<file path="config.mk">
export PLATFORM = sky130hd
export DESIGN_NAME = arfe_blend
export DESIGN_NICKNAME = d
export VERILOG_FILES = /design/src/rtl/arfe_pkg.sv /design/src/rtl/arfe_blend.sv
export SDC_FILE = /design/constraint.sdc
export NUM_CORES = 1
export LEC_CHECK = 0
export BUFFER_PORTS_ARGS = -buffer_cell sky130_fd_sc_hd__buf_2
export CAP_MARGIN = 20
export CORE_UTILIZATION = 57
export DETAILED_ROUTE_END_ITERATION = 8
export PLACE_DENSITY_LB_ADDON = 0.1
export SLEW_MARGIN = 10
export SYNTH_ARGS = -nofsm -noshare
export SYNTH_HDL_FRONTEND = slang
export SYNTH_SLANG_ARGS = --single-unit
</file>
<file path="constraint.sdc">
create_clock -name i_clk -period 6 [get_ports i_clk]
set_clock_uncertainty 0.2 [all_clocks]
set_input_delay 1.2 -clock i_clk [delete_from_list [all_inputs] [get_ports i_clk]]
set_output_delay 1.2 -clock i_clk [all_outputs]
set_load 0.1 [all_outputs]
</file>
<file path="src/rtl/arfe_pkg.sv">
// Shared types and constants of the alpha rectangle fill engine.
package arfe_pkg;

    // Default frame store geometry in pixels.
    localparam int DEF_MAX_WIDTH  = 64;
    localparam int DEF_MAX_HEIGHT = 64;

    // Field widths of the command, result and register beats.
    localparam int COORD_W   = 13;
    localparam int PIX_W     = 32;
    localparam int ALPHA_W   = 8;
    localparam int CNT_W     = 13;
    localparam int CFG_W     = 7;
    localparam int CFG_IDX_W = 1;

    // Pixel count saturation value.
    localparam logic [CNT_W-1:0] CNT_MAX = 13'h1FFF;

    // Opacity codes with a meaning of their own.
    localparam logic [ALPHA_W-1:0] ALPHA_CLEAR  = 8'h00;
    localparam logic [ALPHA_W-1:0] ALPHA_OPAQUE = 8'hFF;

    // Command codes.
    localparam logic CMD_DRAW = 1'b0;
    localparam logic CMD_READ = 1'b1;

    // Configuration register indexes.
    localparam logic [CFG_IDX_W-1:0] REG_ACTIVE_WIDTH  = 1'b0;
    localparam logic [CFG_IDX_W-1:0] REG_ACTIVE_HEIGHT = 1'b1;

    // Source color and opacity of the draw in progress.
    typedef struct packed {
        logic [PIX_W-1:0]   color;
        logic [ALPHA_W-1:0] alpha;
    } t_blend_cfg;

endpackage

</file>
<file path="src/rtl/arfe_blend.sv">
// Registered pixel blend unit: destination read data in, write beat out.
module arfe_blend #(
    parameter int AW = 12
) (
    input  logic                       i_clk,
    input  logic                       i_rst_n,
    input  arfe_pkg::t_blend_cfg       i_cfg,
    input  logic                       i_valid,
    input  logic [AW-1:0]              i_addr,
    input  logic [arfe_pkg::PIX_W-1:0] i_dst,
    output logic                       o_wr_valid,
    output logic [AW-1:0]              o_wr_addr,
    output logic [arfe_pkg::PIX_W-1:0] o_wr_data
);

    logic                        r_valid;
    logic [AW-1:0]               r_addr;
    logic [15:0]                 r_sa   [3];
    logic [15:0]                 r_prod [3];
    logic [arfe_pkg::ALPHA_W-1:0] w_inv;
    logic [16:0]                 w_sum  [3];
    logic [16:0]                 w_fix  [3];
    logic [7:0]                  w_q    [3];

    assign w_inv = arfe_pkg::ALPHA_OPAQUE - i_cfg.alpha;

    // Source term is fixed for a whole draw; destination term is formed per pixel.
    always_ff @(posedge i_clk) begin
        if (!i_rst_n) begin
            r_valid <= 1'b0;
        end else begin
            r_valid <= i_valid;
        end
        r_addr <= i_addr;
        for (int c = 0; c < 3; c++) begin
            r_sa[c]   <= 16'(i_cfg.color[c*8 +: 8]) * 16'(i_cfg.alpha);
            r_prod[c] <= 16'(i_dst[c*8 +: 8]) * 16'(w_inv);
        end
    end

    // Truncating divide by 255: (v + 1 + (v >> 8)) >> 8 is exact below 65535.
    always_comb begin
        for (int c = 0; c < 3; c++) begin
            w_sum[c] = 17'(r_sa[c]) + 17'(r_prod[c]);
            w_fix[c] = w_sum[c] + 17'd1 + (w_sum[c] >> 8);
            w_q[c]   = w_fix[c][15:8];
        end
    end

    // A fully opaque draw writes the whole color word, top byte included.
    assign o_wr_valid = r_valid;
    assign o_wr_addr  = r_addr;
    assign o_wr_data  = (i_cfg.alpha == arfe_pkg::ALPHA_OPAQUE) ? i_cfg.color
                                                                : {8'h00, w_q[2], w_q[1], w_q[0]};

endmodule

</file>
# Word level (Yosys, flattened, before mapping)
# Memory sizes are Yosys's and may differ from the RTL's.
# Index checks and enable logic that the tools add are counted.
# totals
ram_bits	96
reg_bits	13
input_bits	87
mem_count	2
# classes
addsub	10
mul	6
mux	1
n_eq_ne	1
# mem_list
memory	depth	word_bits	read_ports	rd_ports_with_merged_regs	wr	line	text
r_prod	3	16	3	0	3	arfe_blend.sv:19	logic [15:0] r_prod [3];
r_sa	3	16	3	0	3	arfe_blend.sv:18	logic [15:0] r_sa [3];
# op_table
cell	n
$mul A8 B8 Y16	6
$add A16 B16 Y17	3
$add A16 B1 Y16 const B	3
$add A16 B9 Y16	3
$mux W32	1
$eq A8 B8 Y1 const B	1
$sub A8 B8 Y8 const A	1

# Logic depth before layout (Yosys ltp)
# Gate-level depths: netlist (run 1).
# logic_depth
depth_word	4
mapped_depth	22

# Worst setup path after synthesis (run 1)
# No wires, ideal clock.
# synth_path
kind	reg-to-output
start	memory r_sa[1][0] (netlist: r_sa[0][16])
end	output o_wr_data[13] (netlist bit)
path_stages_with_launch	20
setup_slack_ps	-1003
arrival_time_ps	5603
cell_sequence	dfxtp_1 ha_1 inv_1 fa_1 and2b_1 o2111a_1 o311ai_2 a21oi_1 nor2_1 xor2_1 inv_1 ha_1 a211oi_1 o22ai_1 nor3_1 a21oi_1 o2111ai_2 nor2_1 xnor2_1 o21ai_0
# synth_lines
item	line	text
start: declaration	arfe_blend.sv:18	
end: declaration	arfe_blend.sv:13	output logic [arfe_pkg::PIX_W-1:0] o_wr_data

==> summary.log, run 1 <==
[status] status finished, final reports clean
[worst_setup_path] endpoint arrival time on the critical path 4.50 ns
[cts] clock buffer count from CTS 9
[finish] Layout fillers 2665
[die] initial cell density of the core 58.6%
[synthesis] list of most frequent post-synthesis cells sky130_fd_sc_hd__inv_1, sky130_fd_sc_hd__ha_1, sky130_fd_sc_hd__fa_1, sky130_fd_sc_hd__and2_1, sky130_fd_sc_hd__nor2b_1
[sta] final cycle utilization of the critical path 98.3%
[route] number of DRC markers in iteration 0 597
[route] DR DRC count 0
[sta] total of endpoints with negative setup slack in the final report 0
[route] count of vias placed by the detailed router 13975
[synthesis] most numerous cell in the Yosys netlist sky130_fd_sc_hd__inv_1
[cts] clk sinks 109
[finish] final cell area excluding filler cells 20400 um^2
[die] y dimension of the die 180 um
[synthesis] top_reg_cell synth sky130_fd_sc_hd__dfxtp_1
[worst_setup_path] largest driver fanout on the critical path 4
[sta] slew at the pin with the worst max-slew slack 0.852 ns
[synthesis] share of synthesized flip-flops with an asynchronous set or reset 0%
[global_route] vias in the first global route 14256
[synthesis] synthesized area divided by synthesized cell count 8.88 um^2
[synthesis] fraction of post-synthesis cell area in the top cell type by area 24.1%
[global_route] global-route wire length before repair 68.6 mm
[die] cell row count 64
[route] Wirelength per Cell 15.6 um
[global_route] antenna violations before repair 5
[cts] clock transition time at the flip-flop clock pins of the worst setup and hold paths 0.08 ns
[synthesis] post-synthesis cell type with the largest combined area sky130_fd_sc_hd__fa_1
[synthesis] number of synthesized flops with an enable pin 0
[sta] min Tclk post-route 5.90 ns
[cts] number of levels in the clock H-tree 3
[route] wirelength, routed 40.7 mm
[finish] layout cell share with drive strength beyond 1 13.0%
[synthesis] count of yosys warnings during synthesis 0
[synthesis] Post-Synthesis Cell Area 18200 um^2
[die] die width 180 um
[flow_run] Max Cap Violations 0
[sta] fmax 0.170 GHz
[die] core area 31000 um^2
[synthesis] number of different library cells in the post-synthesis netlist 70
[die] boundary pin count 132
[sta] final setup TNS 0 ns
[sta] RSZ-0062 raised after global routing yes
[finish] Layout Nets 2794
[synthesis] syn nets 2639
[global_route] overall fraction of global-route tracks in use 26.0%
[placed_design] Area after DPL 19600 um^2
[global_route] GR Overflow Total 0
[placed_design] number of buffers inserted by port buffering 123
[sta] pins over their slew limit 0
[synthesis] sequential cell area fraction in the yosys report 12.0%
[worst_setup_path] kind of critical path flop to output port
[placed_design] detailed-placement wirelength estimate 32.8 mm
[worst_setup_path] endpoint kind of the worst setup timing path output port
[cts] maximum root-to-sink buffer count 2
[placed_design] instance count after placement with tap cells included 2569
[synthesis] synthesized netlist cell count 2045
[cts] TritonCTS clock tree yes
[die] total die area 32600 um^2
[cts] clock tree root driver cell sky130_fd_sc_hd__clkbuf_16
[route] length of the first detailed-routing pass in iterations 5
[route] via count normalized by instance count 5.37
[finish] fin cells 2603
[route] Antenna Violating Nets Remaining 0
[sta] Worst slew margin 43.2%
[global_route] largest net degree at the start of global routing 41
[worst_setup_path] Required @ worst endpoint 4.60 ns
[hold_path] Hold WC Path Type input port to flop
[synthesis] main area contributors after synthesis sky130_fd_sc_hd__fa_1, sky130_fd_sc_hd__ha_1, sky130_fd_sc_hd__dfxtp_1
[synthesis] number of register bits inferred by synthesis 109
[sta] final hold violations 0
[worst_setup_path] Worst Setup Start Kind flop
[placed_design] routability congestion estimate 0.886
[finish] area growth from synthesis to final layout 12.3%
## final timing paths
kind / slack, ns / depth (start not counted) / start / end
worst min-delay path: 0.73 / 1 / i_addr[1] / o_wr_addr[1]
worst max-delay path: 0.10 / 20 / r_sa[0][16] / o_wr_data[15]
## state kept, by name (all words and copies together), names as in the netlist
register and count:
r_sa 48, r_prod 48, o_wr_valid 1, o_wr_addr 12
## cells in the final DEF, fill, tap and decap left out, drive strengths merged, types with 5 or more instances in the layout
master   synthesis  routed
nor2b          172     172
o41a             5       5
nand4           11      11
a31oi            7       7
a211oi           9       9
clkbuf          46      10
a21oi           67      67
nor2            82      82
dfxtp          109     109
o2111ai         13      13
ha             288     288
o21a            17      17
or3              5       5
inv            338     342
xnor2           91      91
buf              0     189
nand3           17      17
o211ai           9       9
and2           176     176
o21ai           68      68
or2              5       5
fa             219     219
a21o            29      29
nor3            21      21
nand2          104     104
and3             5       5
a21boi           9       9
xor2            30      30
nand2b          45      45
## metrics by stage
stage,utilization [%],setup slack (ns),hold slack (ns)
after floorplan,-,-0.261,1.03
final,65.8,0.102,0.731
after global placement,63.4,0.0304,1.10
after detailed placement,63.4,-0.0399,1.10
after global routing,65.8,-0.146,0.718
after CTS,64.9,-0.00357,0.716
## metal layers
layer | GRT usage (%) | up-vias | part of all wire (%)
li1 | - | 6864 | -
met1 | 34.4 | 6830 | 46
met2 | 45.2 | 237 | 49
met3 | 3.40 | 38 | 3.7
met4 | 5.88 | 6 | 1.6
met5 | 0 | - | 0.10
## final cells by class
type | count | area (um^2) | share of cell area (%)
multi-input combinational | 1552 | 14900 | 72.8
antenna | 2 | 5.00 | 0.0246
clock buffer | 9 | 225 | 1.10
sequential | 109 | 2190 | 10.7
clock inverter | 7 | 76.3 | 0.374
tap | 396 | 495 | 2.43
inverter | 338 | 1270 | 6.22
timing repair buffer | 190 | 1280 | 6.27
## timing repair
action	CTS	global route
buffers inserted	6	10
resized for setup	28	48
pin swaps	4	32
hold buffers	0	0
endpoints found under the setup margin	18	23
## worst max-delay path: stages, from the launching register on
cell and delay (ns):
sky130_fd_sc_hd__dfxtp_2 0.33, sky130_fd_sc_hd__ha_4 0.16, sky130_fd_sc_hd__inv_2 0.05, sky130_fd_sc_hd__fa_2 0.19
sky130_fd_sc_hd__and2b_1 0.19, sky130_fd_sc_hd__o2111a_2 0.29, sky130_fd_sc_hd__o311ai_4 0.27, sky130_fd_sc_hd__a21oi_2 0.12
sky130_fd_sc_hd__o31a_1 0.29, sky130_fd_sc_hd__o211ai_1 0.22, sky130_fd_sc_hd__inv_2 0.11, sky130_fd_sc_hd__ha_4 0.28
sky130_fd_sc_hd__nand4_1 0.09, sky130_fd_sc_hd__nor2_1 0.12, sky130_fd_sc_hd__nand4_1 0.18, sky130_fd_sc_hd__a21oi_4 0.23
sky130_fd_sc_hd__o2111ai_4 0.18, sky130_fd_sc_hd__nor4_4 0.34, sky130_fd_sc_hd__xnor2_1 0.12, sky130_fd_sc_hd__o21ai_2 0.18
sky130_fd_sc_hd__buf_12 0.19
## cells by family (layout without fill, tap and decap cells)
group                      after synthesis  count (layout)  share of synthesized area, %
xor gates and xnor gates               121             121                          5.88
DFF                                    109             109                          12.0
AOI/OAI and AO/OA                      268             268                          10.1
and+or+nand+nor                        654             654                          19.9
other                                    0               2                             0
adders and majority gates              507             507                          44.0
buffers and inverters                  384             544                          7.94
muxes                                    2               2                         0.117
Power of run 1 is not shown: default switching activity piles up to over one toggle a cycle in this logic, so the estimate is an artifact.
==> run 2: changes to the inputs <==
CORE_ASPECT_RATIO = 1.25   (was not set)
==> run 2 against run 1 <==
Net effect: the run now ends with setup timing left; utilization is 0.20 points lower; first-iteration DRC count is 23% lower; setup slack worse by 0.14 ns; routed wire length is 2.0% lower; die area hardly changed; design area is 0.27% higher; count of clock-buffer cells in the layout stayed put; non-clock buffer count is 2 higher; global-route usage is 0.50 points lower; hold slack better by 0.0022 ns; via count hardly changed.
==> summary.log, run 2 (synthesis results as in run 1) <==
[route] Antenna Violating Nets Remaining 0 [unchanged]
[global_route] largest net degree at the start of global routing 40 [was 41]
[finish] fin cells 2614 [was 2603]
[finish] Layout Nets 2796 [was 2794]
[sta] slew at the pin with the worst max-slew slack 0.730 ns [was 0.852 ns]
[route] wirelength, routed 39.9 mm [was 40.7 mm]
[cts] TritonCTS clock tree yes [unchanged]
[die] total die area 32600 um^2 [about the same]
[status] status finished with violations [was finished, final reports clean]
[sta] worst hold slack across all endpoints 0.733 ns [was 0.731 ns]
[flow_run] Max Cap Violations 0 [unchanged]
[sta] RSZ-0062 raised after global routing yes [unchanged]
[die] y dimension of the die 202 um [was 180 um]
[cts] clock buffer count from CTS 9 [unchanged]
[route] via count normalized by instance count 5.35 [was 5.37]
[sta] Worst slew margin 51.3% [was 43.2%]
[global_route] antenna violations before repair 2 [was 5]
[worst_setup_path] Required @ worst endpoint 4.60 ns [about the same]
[global_route] vias in the first global route 14277 [was 14256]
[route] number of DRC markers in iteration 0 458 [was 597]
[route] length of the first detailed-routing pass in iterations 5 [unchanged]
[hold_path] Hold WC Path Type input port to flop [unchanged]
[status] violated checks setup timing
[placed_design] instance count after placement with tap cells included 2581 [was 2569]
[cts] maximum root-to-sink buffer count 2 [unchanged]
[die] core area 31200 um^2 [was 31000 um^2]
[sta] Worst Setup Slack, final -0.0399 ns [was 0.102 ns]
[die] die width 162 um [was 180 um]
[global_route] GR Overflow Total 0 [unchanged]
[sta] final hold violations 0 [unchanged]
[global_route] overall fraction of global-route tracks in use 25.5% [was 26.0%]
[finish] area occupied by multi-input gates 14800 um^2 [was 14900 um^2]
[cts] clk sinks 109 [unchanged]
[cts] clock transition time at the flip-flop clock pins of the worst setup and hold paths 0.08 ns [about the same]
[cts] clock tree root driver cell sky130_fd_sc_hd__clkbuf_16 [unchanged]
[finish] area growth from synthesis to final layout 12.6% [was 12.3%]
[sta] fmax 0.166 GHz [was 0.170 GHz]
[sta] pins over their slew limit 0 [unchanged]
[placed_design] routability congestion estimate 0.864 [was 0.886]
[sta] total of endpoints with negative setup slack in the final report 1 [was 0]
[worst_setup_path] largest driver fanout on the critical path 3 [was 4]
[sta] final setup TNS -0.0399 ns [was 0 ns]
[cts] number of levels in the clock H-tree 3 [unchanged]
[sta] min Tclk post-route 6.04 ns [was 5.90 ns]
[die] cell row count 72 [was 64]
[finish] layout cell share with drive strength beyond 1 12.8% [was 13.0%]
[route] Wirelength per Cell 15.3 um [was 15.6 um]
[die] boundary pin count 132 [unchanged]
[placed_design] number of buffers inserted by port buffering 123 [unchanged]
[worst_setup_path] Worst Setup Start Kind flop [unchanged]
[sta] final cycle utilization of the critical path 101% [was 98.3%]
[placed_design] pre-CTS setup slack 0.0490 ns [was -0.0399 ns]
[finish] most used cells in the layout excluding fill and tap cells sky130_fd_sc_hd__inv_1, sky130_fd_sc_hd__ha_1, sky130_fd_sc_hd__fa_1 [unchanged]
[placed_design] detailed-placement wirelength estimate 32.5 mm [was 32.8 mm]
[worst_setup_path] endpoint arrival time on the critical path 4.64 ns [was 4.50 ns]
[route] DR DRC count 0 [unchanged]
[finish] Layout fillers 2654 [was 2665]
[route] count of vias placed by the detailed router 13982 [was 13975]
[finish] most common cell after layout, fill and taps aside sky130_fd_sc_hd__inv_1 [unchanged]
[worst_setup_path] endpoint kind of the worst setup timing path output port [unchanged]
[worst_setup_path] kind of critical path flop to output port [unchanged]
[die] initial cell density of the core 58.3% [was 58.6%]
[finish] sequential cell area 2180 um^2 [was 2190 um^2]
[global_route] global-route wire length before repair 66.8 mm [was 68.6 mm]
run 2: cell types whose count changed in the layout (fill, tap and decap cells not counted), sizes merged:
cell / delta
inv: -2
clkinvlp: +1
bufinv: +1
clkinv: -1
buf: +2
diode: -1
run 2: final cells by class:
type	count	share of cell area, %
multi-input combinational	1552	72.5
sequential	109	10.7
timing repair buffer	192	6.59
inverter	338	6.21
tap	407	2.49
clock buffer	9	1.10
clock inverter	6	0.404
antenna	1	0.0122
run 2: per-layer routing:
metal	up-vias	GRT usage [%]	part of all wire, %
li1	6867	-	-
met1	6813	31.4	43
met2	235	45.8	51
met3	65	1.96	2.7
met4	2	10.3	3.4
met5	-	0	0.020
run 2: critical path, cell delays in order (launching register included):
cell                        delay [ns]
sky130_fd_sc_hd__dfxtp_2          0.33
sky130_fd_sc_hd__ha_4             0.16
sky130_fd_sc_hd__inv_2            0.06
sky130_fd_sc_hd__fa_2             0.19
sky130_fd_sc_hd__and2b_1          0.19
sky130_fd_sc_hd__o2111a_2         0.28
sky130_fd_sc_hd__o311ai_4         0.35
sky130_fd_sc_hd__a21oi_2          0.13
sky130_fd_sc_hd__o31a_1           0.25
sky130_fd_sc_hd__o211ai_1         0.32
sky130_fd_sc_hd__inv_2            0.12
sky130_fd_sc_hd__ha_4             0.28
sky130_fd_sc_hd__nand4_1          0.10
sky130_fd_sc_hd__nor2_1           0.13
sky130_fd_sc_hd__nand4_1          0.18
sky130_fd_sc_hd__a21oi_4          0.20
sky130_fd_sc_hd__o2111ai_4        0.18
sky130_fd_sc_hd__nor4_4           0.32
sky130_fd_sc_hd__xnor2_1          0.12
sky130_fd_sc_hd__o21ai_2          0.19
sky130_fd_sc_hd__buf_12           0.19
run 2: stage by stage:
stage	cell area, um^2	utilization, %
floorplan	18200	-
global placement	19700	63.2
detailed placement	19700	63.2
CTS	20100	64.5
global route	20400	65.6
finish	20400	65.6
run 2: path summary, 6_finish.rpt:
| kind | cells past startpoint | slack [ns] | start | end |
|---|---|---|---|---|
| worst min-delay path | 1 | 0.73 | i_addr[6] | o_wr_addr[6] |
| worst max-delay path | 20 | -0.04 | r_prod[0][16] | o_wr_data[15] |
run 2: repair_timing:
item / CTS / global route
pin swaps: 2 / 35
setup endpoints to repair: 18 / 23
setup buffers: 3 / 14
gates resized for setup: 18 / 60
hold buffers: 0 / 0
Power of run 2 is left out for the same reason.
